<file path="src/rtl/sfcd_pkg.sv">
// Shared types and constants for the frame channel decoder.
package sfcd_pkg;

    localparam int FRAME_LEN = 25;
    localparam int STORE_LEN = 15;
    localparam int NUM_CH    = 10;
    localparam int CH_W      = 11;
    localparam int POS_W     = 5;
    localparam int CNT_W     = 16;
    localparam int CFG_IDX_W = 2;
    localparam int CFG_DATA_W = 16;

    localparam logic [7:0] HEADER_BYTE = 8'h0F;
    localparam logic [7:0] END_BYTE    = 8'h00;

    localparam logic OP_BYTE = 1'b0;
    localparam logic OP_TICK = 1'b1;

    localparam logic [CNT_W-1:0] TIMEOUT_RST  = 16'd500;
    localparam logic [CH_W-1:0]  FAILSAFE_RST = 11'd1000;
    localparam logic [CH_W-1:0]  ARM_RST      = 11'd500;

    localparam logic [CFG_IDX_W-1:0] CFG_TIMEOUT  = 2'd0;
    localparam logic [CFG_IDX_W-1:0] CFG_FAILSAFE = 2'd1;
    localparam logic [CFG_IDX_W-1:0] CFG_ARM      = 2'd2;

    typedef logic [NUM_CH-1:0][CH_W-1:0] t_chan_arr;

    typedef struct packed {
        logic       op;
        logic [7:0] data_byte;
        logic       frame_start;
    } t_in_item;

    typedef struct packed {
        logic [CH_W-1:0] channel_1;
        logic [CH_W-1:0] channel_2;
        logic [CH_W-1:0] channel_3;
        logic [CH_W-1:0] channel_4;
        logic [CH_W-1:0] channel_5;
        logic [CH_W-1:0] channel_6;
        logic [CH_W-1:0] channel_7;
        logic [CH_W-1:0] channel_8;
        logic [CH_W-1:0] channel_9;
        logic [CH_W-1:0] channel_10;
        logic            connected;
        logic            armed;
    } t_out_item;

    // Frame assembler status toward the link controller
    typedef struct packed {
        logic frame_done;
        logic frame_good;
    } t_frame_stat;

endpackage

</file>
<file path="src/rtl/sbus_frame_channel_decoder.sv">
// A request is held in the input register; when it advances, its result (if any)
// is loaded into the result register at that same edge.
// Throughput: one request per cycle; the input stage drains whenever the result
// register is empty or being taken.
// Reset: synchronous, active low; no frame open, link down, channels zero,
// registers at 500 / 1000 / 500.
module sbus_frame_channel_decoder (
    input  logic                              i_clk,
    input  logic                              i_rst_n,
    input  logic                              i_in_valid,
    output logic                              o_in_ready,
    input  sfcd_pkg::t_in_item                i_in_data,
    output logic                              o_out_valid,
    input  logic                              i_out_ready,
    output sfcd_pkg::t_out_item               o_out_data,
    input  logic                              i_cfg_we,
    input  logic [sfcd_pkg::CFG_IDX_W-1:0]    i_cfg_idx,
    input  logic [sfcd_pkg::CFG_DATA_W-1:0]   i_cfg_data
);

    logic                         r_in_valid;
    sfcd_pkg::t_in_item           r_in;
    logic                         advance;
    logic                         timeout;
    sfcd_pkg::t_frame_stat        stat;
    sfcd_pkg::t_chan_arr          chan;
    logic [sfcd_pkg::CNT_W-1:0]   r_timeout_ticks;
    logic [sfcd_pkg::CH_W-1:0]    r_failsafe_value;
    logic [sfcd_pkg::CH_W-1:0]    r_arm_limit;

    // Advance the held request when the result slot is free or draining
    assign advance    = r_in_valid && (!o_out_valid || i_out_ready);
    assign o_in_ready = !r_in_valid || advance;

    always_ff @(posedge i_clk) begin
        if (!i_rst_n) begin
            r_in_valid <= 1'b0;
        end else if (o_in_ready) begin
            r_in_valid <= i_in_valid;
        end
    end

    always_ff @(posedge i_clk) begin
        if (o_in_ready && i_in_valid) begin
            r_in <= i_in_data;
        end
    end

    always_ff @(posedge i_clk) begin
        if (!i_rst_n) begin
            r_timeout_ticks  <= sfcd_pkg::TIMEOUT_RST;
            r_failsafe_value <= sfcd_pkg::FAILSAFE_RST;
            r_arm_limit      <= sfcd_pkg::ARM_RST;
        end else if (i_cfg_we) begin
            unique case (i_cfg_idx)
                sfcd_pkg::CFG_TIMEOUT:  r_timeout_ticks  <= i_cfg_data;
                sfcd_pkg::CFG_FAILSAFE: r_failsafe_value <= i_cfg_data[sfcd_pkg::CH_W-1:0];
                sfcd_pkg::CFG_ARM:      r_arm_limit      <= i_cfg_data[sfcd_pkg::CH_W-1:0];
                default: ;
            endcase
        end
    end

    sfcd_frame_asm u_frame_asm (
        .i_clk         (i_clk),
        .i_rst_n       (i_rst_n),
        .i_byte_step   (advance && r_in.op == sfcd_pkg::OP_BYTE),
        .i_data_byte   (r_in.data_byte),
        .i_frame_start (r_in.frame_start),
        .i_close       (timeout),
        .o_stat        (stat),
        .o_chan        (chan)
    );

    sfcd_link_ctrl u_link_ctrl (
        .i_clk            (i_clk),
        .i_rst_n          (i_rst_n),
        .i_step           (advance),
        .i_tick           (r_in.op == sfcd_pkg::OP_TICK),
        .i_stat           (stat),
        .i_chan           (chan),
        .i_timeout_ticks  (r_timeout_ticks),
        .i_failsafe_value (r_failsafe_value),
        .i_arm_limit      (r_arm_limit),
        .i_out_ready      (i_out_ready),
        .o_timeout        (timeout),
        .o_out_valid      (o_out_valid),
        .o_out_data       (o_out_data)
    );

endmodule

</file>
<file path="src/rtl/sfcd_frame_asm.sv">
// Byte collection into a frame store, frame check and channel unpacking.
module sfcd_frame_asm (
    input  logic                 i_clk,
    input  logic                 i_rst_n,
    input  logic                 i_byte_step,
    input  logic [7:0]           i_data_byte,
    input  logic                 i_frame_start,
    input  logic                 i_close,
    output sfcd_pkg::t_frame_stat o_stat,
    output sfcd_pkg::t_chan_arr  o_chan
);

    localparam int STORE_IDX_W = $clog2(sfcd_pkg::STORE_LEN);

    logic [sfcd_pkg::POS_W-1:0] r_pos;
    logic [sfcd_pkg::POS_W-1:0] n_pos;
    logic [sfcd_pkg::POS_W-1:0] cur_pos;
    logic [7:0]                 r_store [sfcd_pkg::STORE_LEN];
    logic                       open_pos;
    logic [(sfcd_pkg::STORE_LEN-1)*8-1:0] packed_bits;

    assign cur_pos  = i_frame_start ? '0 : r_pos;
    assign open_pos = cur_pos < sfcd_pkg::POS_W'(sfcd_pkg::FRAME_LEN);

    always_comb begin
        n_pos = r_pos;
        if (i_close) begin
            n_pos = sfcd_pkg::POS_W'(sfcd_pkg::FRAME_LEN);
        end else if (i_byte_step && open_pos) begin
            n_pos = cur_pos + 1'b1;
        end
    end

    always_ff @(posedge i_clk) begin
        if (!i_rst_n) begin
            r_pos <= sfcd_pkg::POS_W'(sfcd_pkg::FRAME_LEN);
        end else begin
            r_pos <= n_pos;
        end
    end

    // Only header and channel bytes are kept; the end byte is checked on arrival
    always_ff @(posedge i_clk) begin
        if (i_byte_step && cur_pos < sfcd_pkg::POS_W'(sfcd_pkg::STORE_LEN)) begin
            r_store[cur_pos[STORE_IDX_W-1:0]] <= i_data_byte;
        end
    end

    always_comb begin
        o_stat.frame_done = i_byte_step
                          && cur_pos == sfcd_pkg::POS_W'(sfcd_pkg::FRAME_LEN - 1);
        o_stat.frame_good = o_stat.frame_done
                          && r_store[0] == sfcd_pkg::HEADER_BYTE
                          && i_data_byte == sfcd_pkg::END_BYTE;
    end

    // Channels are packed little-endian, 11 bits each, from byte 1 up
    always_comb begin
        for (int b = 1; b < sfcd_pkg::STORE_LEN; b++) begin
            packed_bits[(b-1)*8 +: 8] = r_store[b];
        end
        for (int c = 0; c < sfcd_pkg::NUM_CH; c++) begin
            o_chan[c] = packed_bits[c*sfcd_pkg::CH_W +: sfcd_pkg::CH_W];
        end
    end

endmodule

</file>
<file path="src/rtl/sfcd_link_ctrl.sv">
// Silence counter, failsafe, channel state and result register.
module sfcd_link_ctrl (
    input  logic                          i_clk,
    input  logic                          i_rst_n,
    input  logic                          i_step,
    input  logic                          i_tick,
    input  sfcd_pkg::t_frame_stat         i_stat,
    input  sfcd_pkg::t_chan_arr           i_chan,
    input  logic [sfcd_pkg::CNT_W-1:0]    i_timeout_ticks,
    input  logic [sfcd_pkg::CH_W-1:0]     i_failsafe_value,
    input  logic [sfcd_pkg::CH_W-1:0]     i_arm_limit,
    input  logic                          i_out_ready,
    output logic                          o_timeout,
    output logic                          o_out_valid,
    output sfcd_pkg::t_out_item           o_out_data
);

    logic [sfcd_pkg::CNT_W-1:0] r_silence;
    logic [sfcd_pkg::CNT_W-1:0] n_silence;
    logic [sfcd_pkg::CNT_W-1:0] inc_silence;
    logic [sfcd_pkg::CNT_W-1:0] limit;
    sfcd_pkg::t_chan_arr        r_ch;
    sfcd_pkg::t_chan_arr        n_ch;
    logic                       r_link;
    logic                       n_link;
    logic                       n_armed;
    logic                       emit;
    logic                       r_out_valid;
    sfcd_pkg::t_out_item        r_out;

    assign inc_silence = (&r_silence) ? r_silence : r_silence + 1'b1;
    assign limit       = (i_timeout_ticks == '0) ? sfcd_pkg::CNT_W'(1) : i_timeout_ticks;
    assign o_timeout   = i_step && i_tick && inc_silence >= limit;

    always_comb begin
        n_silence = r_silence;
        n_ch      = r_ch;
        n_link    = r_link;
        if (i_step && i_tick) begin
            n_silence = o_timeout ? '0 : inc_silence;
            if (o_timeout) begin
                for (int c = 0; c < 4; c++) begin
                    n_ch[c] = i_failsafe_value;
                end
                n_link = 1'b0;
            end
        end else if (i_stat.frame_done) begin
            n_silence = '0;
            if (i_stat.frame_good) begin
                n_ch   = i_chan;
                n_link = 1'b1;
            end
        end
    end

    assign emit    = o_timeout || i_stat.frame_good;
    assign n_armed = n_link && n_ch[6] < i_arm_limit && n_ch[7] < i_arm_limit;

    always_ff @(posedge i_clk) begin
        if (!i_rst_n) begin
            r_silence   <= '0;
            r_ch        <= '0;
            r_link      <= 1'b0;
            r_out_valid <= 1'b0;
        end else begin
            r_silence <= n_silence;
            r_ch      <= n_ch;
            r_link    <= n_link;
            if (emit) begin
                r_out_valid <= 1'b1;
            end else if (i_out_ready) begin
                r_out_valid <= 1'b0;
            end
        end
    end

    always_ff @(posedge i_clk) begin
        if (emit) begin
            r_out.channel_1  <= n_ch[0];
            r_out.channel_2  <= n_ch[1];
            r_out.channel_3  <= n_ch[2];
            r_out.channel_4  <= n_ch[3];
            r_out.channel_5  <= n_ch[4];
            r_out.channel_6  <= n_ch[5];
            r_out.channel_7  <= n_ch[6];
            r_out.channel_8  <= n_ch[7];
            r_out.channel_9  <= n_ch[8];
            r_out.channel_10 <= n_ch[9];
            r_out.connected  <= n_link;
            r_out.armed      <= n_armed;
        end
    end

    assign o_out_valid = r_out_valid;
    assign o_out_data  = r_out;

endmodule
</file>
<file path="config.mk">
export PLATFORM = sky130hd
export DESIGN_NAME = sbus_frame_channel_decoder
export DESIGN_NICKNAME = d
export VERILOG_FILES = /design/src/rtl/sfcd_pkg.sv /design/src/rtl/sbus_frame_channel_decoder.sv /design/src/rtl/sfcd_frame_asm.sv /design/src/rtl/sfcd_link_ctrl.sv
export SDC_FILE = /design/constraint.sdc
export NUM_CORES = 1
export LEC_CHECK = 0
export BUFFER_PORTS_ARGS = -buffer_cell sky130_fd_sc_hd__buf_2
export CAP_MARGIN = 20
export CORE_UTILIZATION = 55
export DETAILED_ROUTE_END_ITERATION = 10
export HOLD_SLACK_MARGIN = 0.03
export PLACE_DENSITY = 0.87
export SLEW_MARGIN = 20
export SYNTH_ARGS = -nofsm -noshare
export SYNTH_HDL_FRONTEND = slang
export SYNTH_HIERARCHICAL = 1
export SYNTH_SLANG_ARGS = --single-unit
</file>
<file path="constraint.sdc">
create_clock -name i_clk -period 6.4 [get_ports i_clk]
set_input_delay 1.28 -clock i_clk [delete_from_list [all_inputs] [get_ports i_clk]]
set_output_delay 1.28 -clock i_clk [all_outputs]
set_load 0.05 [all_outputs]
</file>
==> flow_summary.ini <==
[setup_path]
critPathBufInv = 2
slowest_delay_ns = 0.80
slowest_stage = or2_4
endpoint_kind = flop
cpLargestDelayFamily = simple AND/OR/NAND/NOR gates
critPathLaunchType = flop
critPathMaxFanout = 55
path_cells = ha_1, nand3_1, nor3_2, and3_1, mux2_2, ha_1, and4_1, nand4_1, or4_1, a31oi_2, buf_4, or2_4, buf_4
path_class = reg2reg
cp_data_required_time_ns = 6.61
arrival_ns = 5.40

[synthesis]
ys_top_cells_by_area = edfxtp_1 44%, dfxtp_1 21%, mux2_2 4.6%
avgSynthCellArea_um2 = 12.44
ys_ff_latch = 412
synth_top_flop_cell = edfxtp_1
synth_top_area_cell = edfxtp_1
synth_edf_count = 240
synthesis.nets = 1384
syn-instance-count = 1311
synth_cell_type_count = 69
synth_top_area_share_pct = 44.18
syn-cell-area_um2 = 16310
synth_warnings = 6
async_flop_share_pct = 0
synth_seq_area_share_pct = 65.28

[timing]
hold_violations = 0
min_period_ns = 5.192
grt_setup_unrepaired = no
final.setup.worst_slack_ns = 1.208
slew_viol_final = 0
relSlewSlack_pct = 28.72
skew_ns = 0.01692
tns_ns = 0
finalSetupViolations = 0
fin_crit_sh_pct = 81.13
timing_worst_slew_pin_value_ns = 1.060
fmax_mhz = 192.6
holdWs_ns = 0.4695

[route]
drt-initial-drc-count = 1285
detail-route-antenna-nets = 0
route.vias.total = 10930
routed_via_density = 5.827
drt-total-wl_um = 37820
wire_per_inst_um = 20.16
drc = 0
first_pass_iters = 5

[power_and_ir_drop]
p_leak_nw = 7.123
p_total_mw = 5.360
irDropWorstVdd_uv = 181.8
power_density_nw_per_um2 = 286.4

[clocking]
cts_max_level = 2
postCtsHoldBufs = 0
cts_sinks = 412
cts_resized = 0
clk_latency_ns = 0.54
cts_setup_buffers = 0
cts.clk_slew.worst_paths_ns = 0.06
ctsLongestPathBuffers = 3
cts_root_buf = clkbuf_16
cts_tree = done
cts-buffers-inserted = 40

[grt]
grt_pass1_vias = 10630
grt_pass1_wl_um = 58760
grt_max_degree = 76
grt_antenna_before_repair = 0
track_usage_pct = 24.97
grt_remaining_overflow = 0

[place]
dpl_worst_slack_ns = 0.9795
gp_congestion = 0.8800
io_buffers = 146
dpl-instance-area_um2 = 17380
dp_hpwl_um = 24320
dpl.cell_count = 1802

[finish]
area_growth_syn_to_layout_pct = 14.70
fin_area_um2 = 18710
stdcell_count = 1876
postLayoutCoreUtil_pct = 64.67
nets = 1533
n_antenna_cell = 0
drive_gt1_share_pct = 21.31

[status]
status = complete, no violations

[die]
io-pin-count = 147
core_area_um2 = 28940
rows = 62
dieArea_um2 = 30360
dieWidth_um = 174.2
start_util_pct = 56.38
die_h_um = 174.2

[hold_path]
hold_path_class = reg2reg

[job]
cap_violations = 0
## cell usage after synthesis (all sizes together) (3+ instances only)
| master | number |
|---|---|
| edfxtp | 240 |
| dfxtp | 172 |
| nor2 | 154 |
| nand2 | 79 |
| a21oi | 78 |
| and2 | 75 |
| mux2 | 67 |
| o21ai | 49 |
| inv | 44 |
| ha | 40 |
| o31ai | 40 |
| mux2i | 38 |
| clkbuf | 34 |
| nor2b | 28 |
| buf | 26 |
| nand3 | 24 |
| nor3 | 13 |
| nor4 | 13 |
| a22oi | 10 |
| nand4 | 8 |
| or2 | 7 |
| a21o | 6 |
| a31oi | 5 |
| and3 | 5 |
| nand2b | 5 |
| and4 | 4 |
| a211oi | 3 |
| nand3b | 3 |
| nand4b | 3 |
| o211ai | 3 |
| o21a | 3 |
| or4 | 3 |
| xor2 | 3 |
## worst register-to-register path: cells and delay by family, from the launching register on
family | cells | cell delay (ns)
AO/OA/AOI/OAI | 1 | 0.18
adder cells (fa/ha/maj) | 2 | 0.61
buffers and inverters | 2 | 0.79
flip-flops | 1 | 0.40
multiplexers | 1 | 0.35
AND/OR/NAND/NOR | 7 | 2.53
## cell usage in the layout, fill, tap and decap left out, types with 40 or more instances in the layout
cell type,instances
edfxtp_1,240
dfxtp_1,172
nor2_1,152
buf_2,145
a21oi_1,77
nand2_1,76
and2_1,75
mux2_2,67
o21ai_0,49
inv_1,42
clkbuf_16,40
o31ai_1,40
ha_1,40
## report_power, final
part           internal, mW  switching (mW)
sequential             2.81          0.0388
clock                  1.40           0.977
combinational        0.0412          0.0886
total                  4.25            1.10
## state kept, by name (all words and copies together), names as in the netlist
signal / count
r_in_valid: 1
u_frame_asm/r_store: 118
r_in: 10
u_link_ctrl/r_link: 1
r_timeout_ticks: 16
u_link_ctrl/o_out_valid: 1
r_arm_limit: 11
u_frame_asm/r_pos: 5
u_link_ctrl/r_silence: 16
u_link_ctrl/r_ch: 110
r_failsafe_value: 11
u_link_ctrl/o_out_data: 112
## layer usage
layer / global-route usage (%) / routed length, µm
met1: 34.56 / 15550
met4: 8.699 / 1151
met3: 3.500 / 2992
met5: 0 / 0
met2: 40.47 / 18120
## cells by family after synthesis
group,count (synthesis),share of synthesized area [%]
AO/OA/AOI/OAI,216,8.191
XOR/XNOR,4,0.2148
AND/OR/NAND/NOR,430,13.13
multiplexers,105,6.956
flip-flops,412,65.28
adder cells (fa/ha/maj),40,3.068
buffers and inverters,104,3.160
## worst paths after layout
| kind | start | endpoint | slack, ns | depth (start not counted) |
|---|---|---|---|---|
| worst max-delay path | u_link_ctrl/r_silence[0] | u_link_ctrl/o_out_data[89] | 1.21 | 13 |
| worst min-delay path | r_arm_limit[9] | r_arm_limit[9] | 0.47 | 2 |
| worst max register to register | u_link_ctrl/r_silence[0] | u_link_ctrl/o_out_data[89] | 1.21 | 13 |
| worst min register to register | r_arm_limit[9] | r_arm_limit[9] | 0.47 | 2 |
## area by class of cell
| type | instances | area (µm²) |
|---|---|---|
| timing repair buffer | 167 | 903.4 |
| sequential | 412 | 10650 |
| clock buffer | 59 | 1132 |
| fill | 2097 | 10220 |
| clock inverter | 15 | 202.7 |
| multi-input combinational | 795 | 5179 |
| tap | 384 | 480.5 |
| inverter | 44 | 165.2 |
No activity file was read; power rests on OpenSTA's default activity.
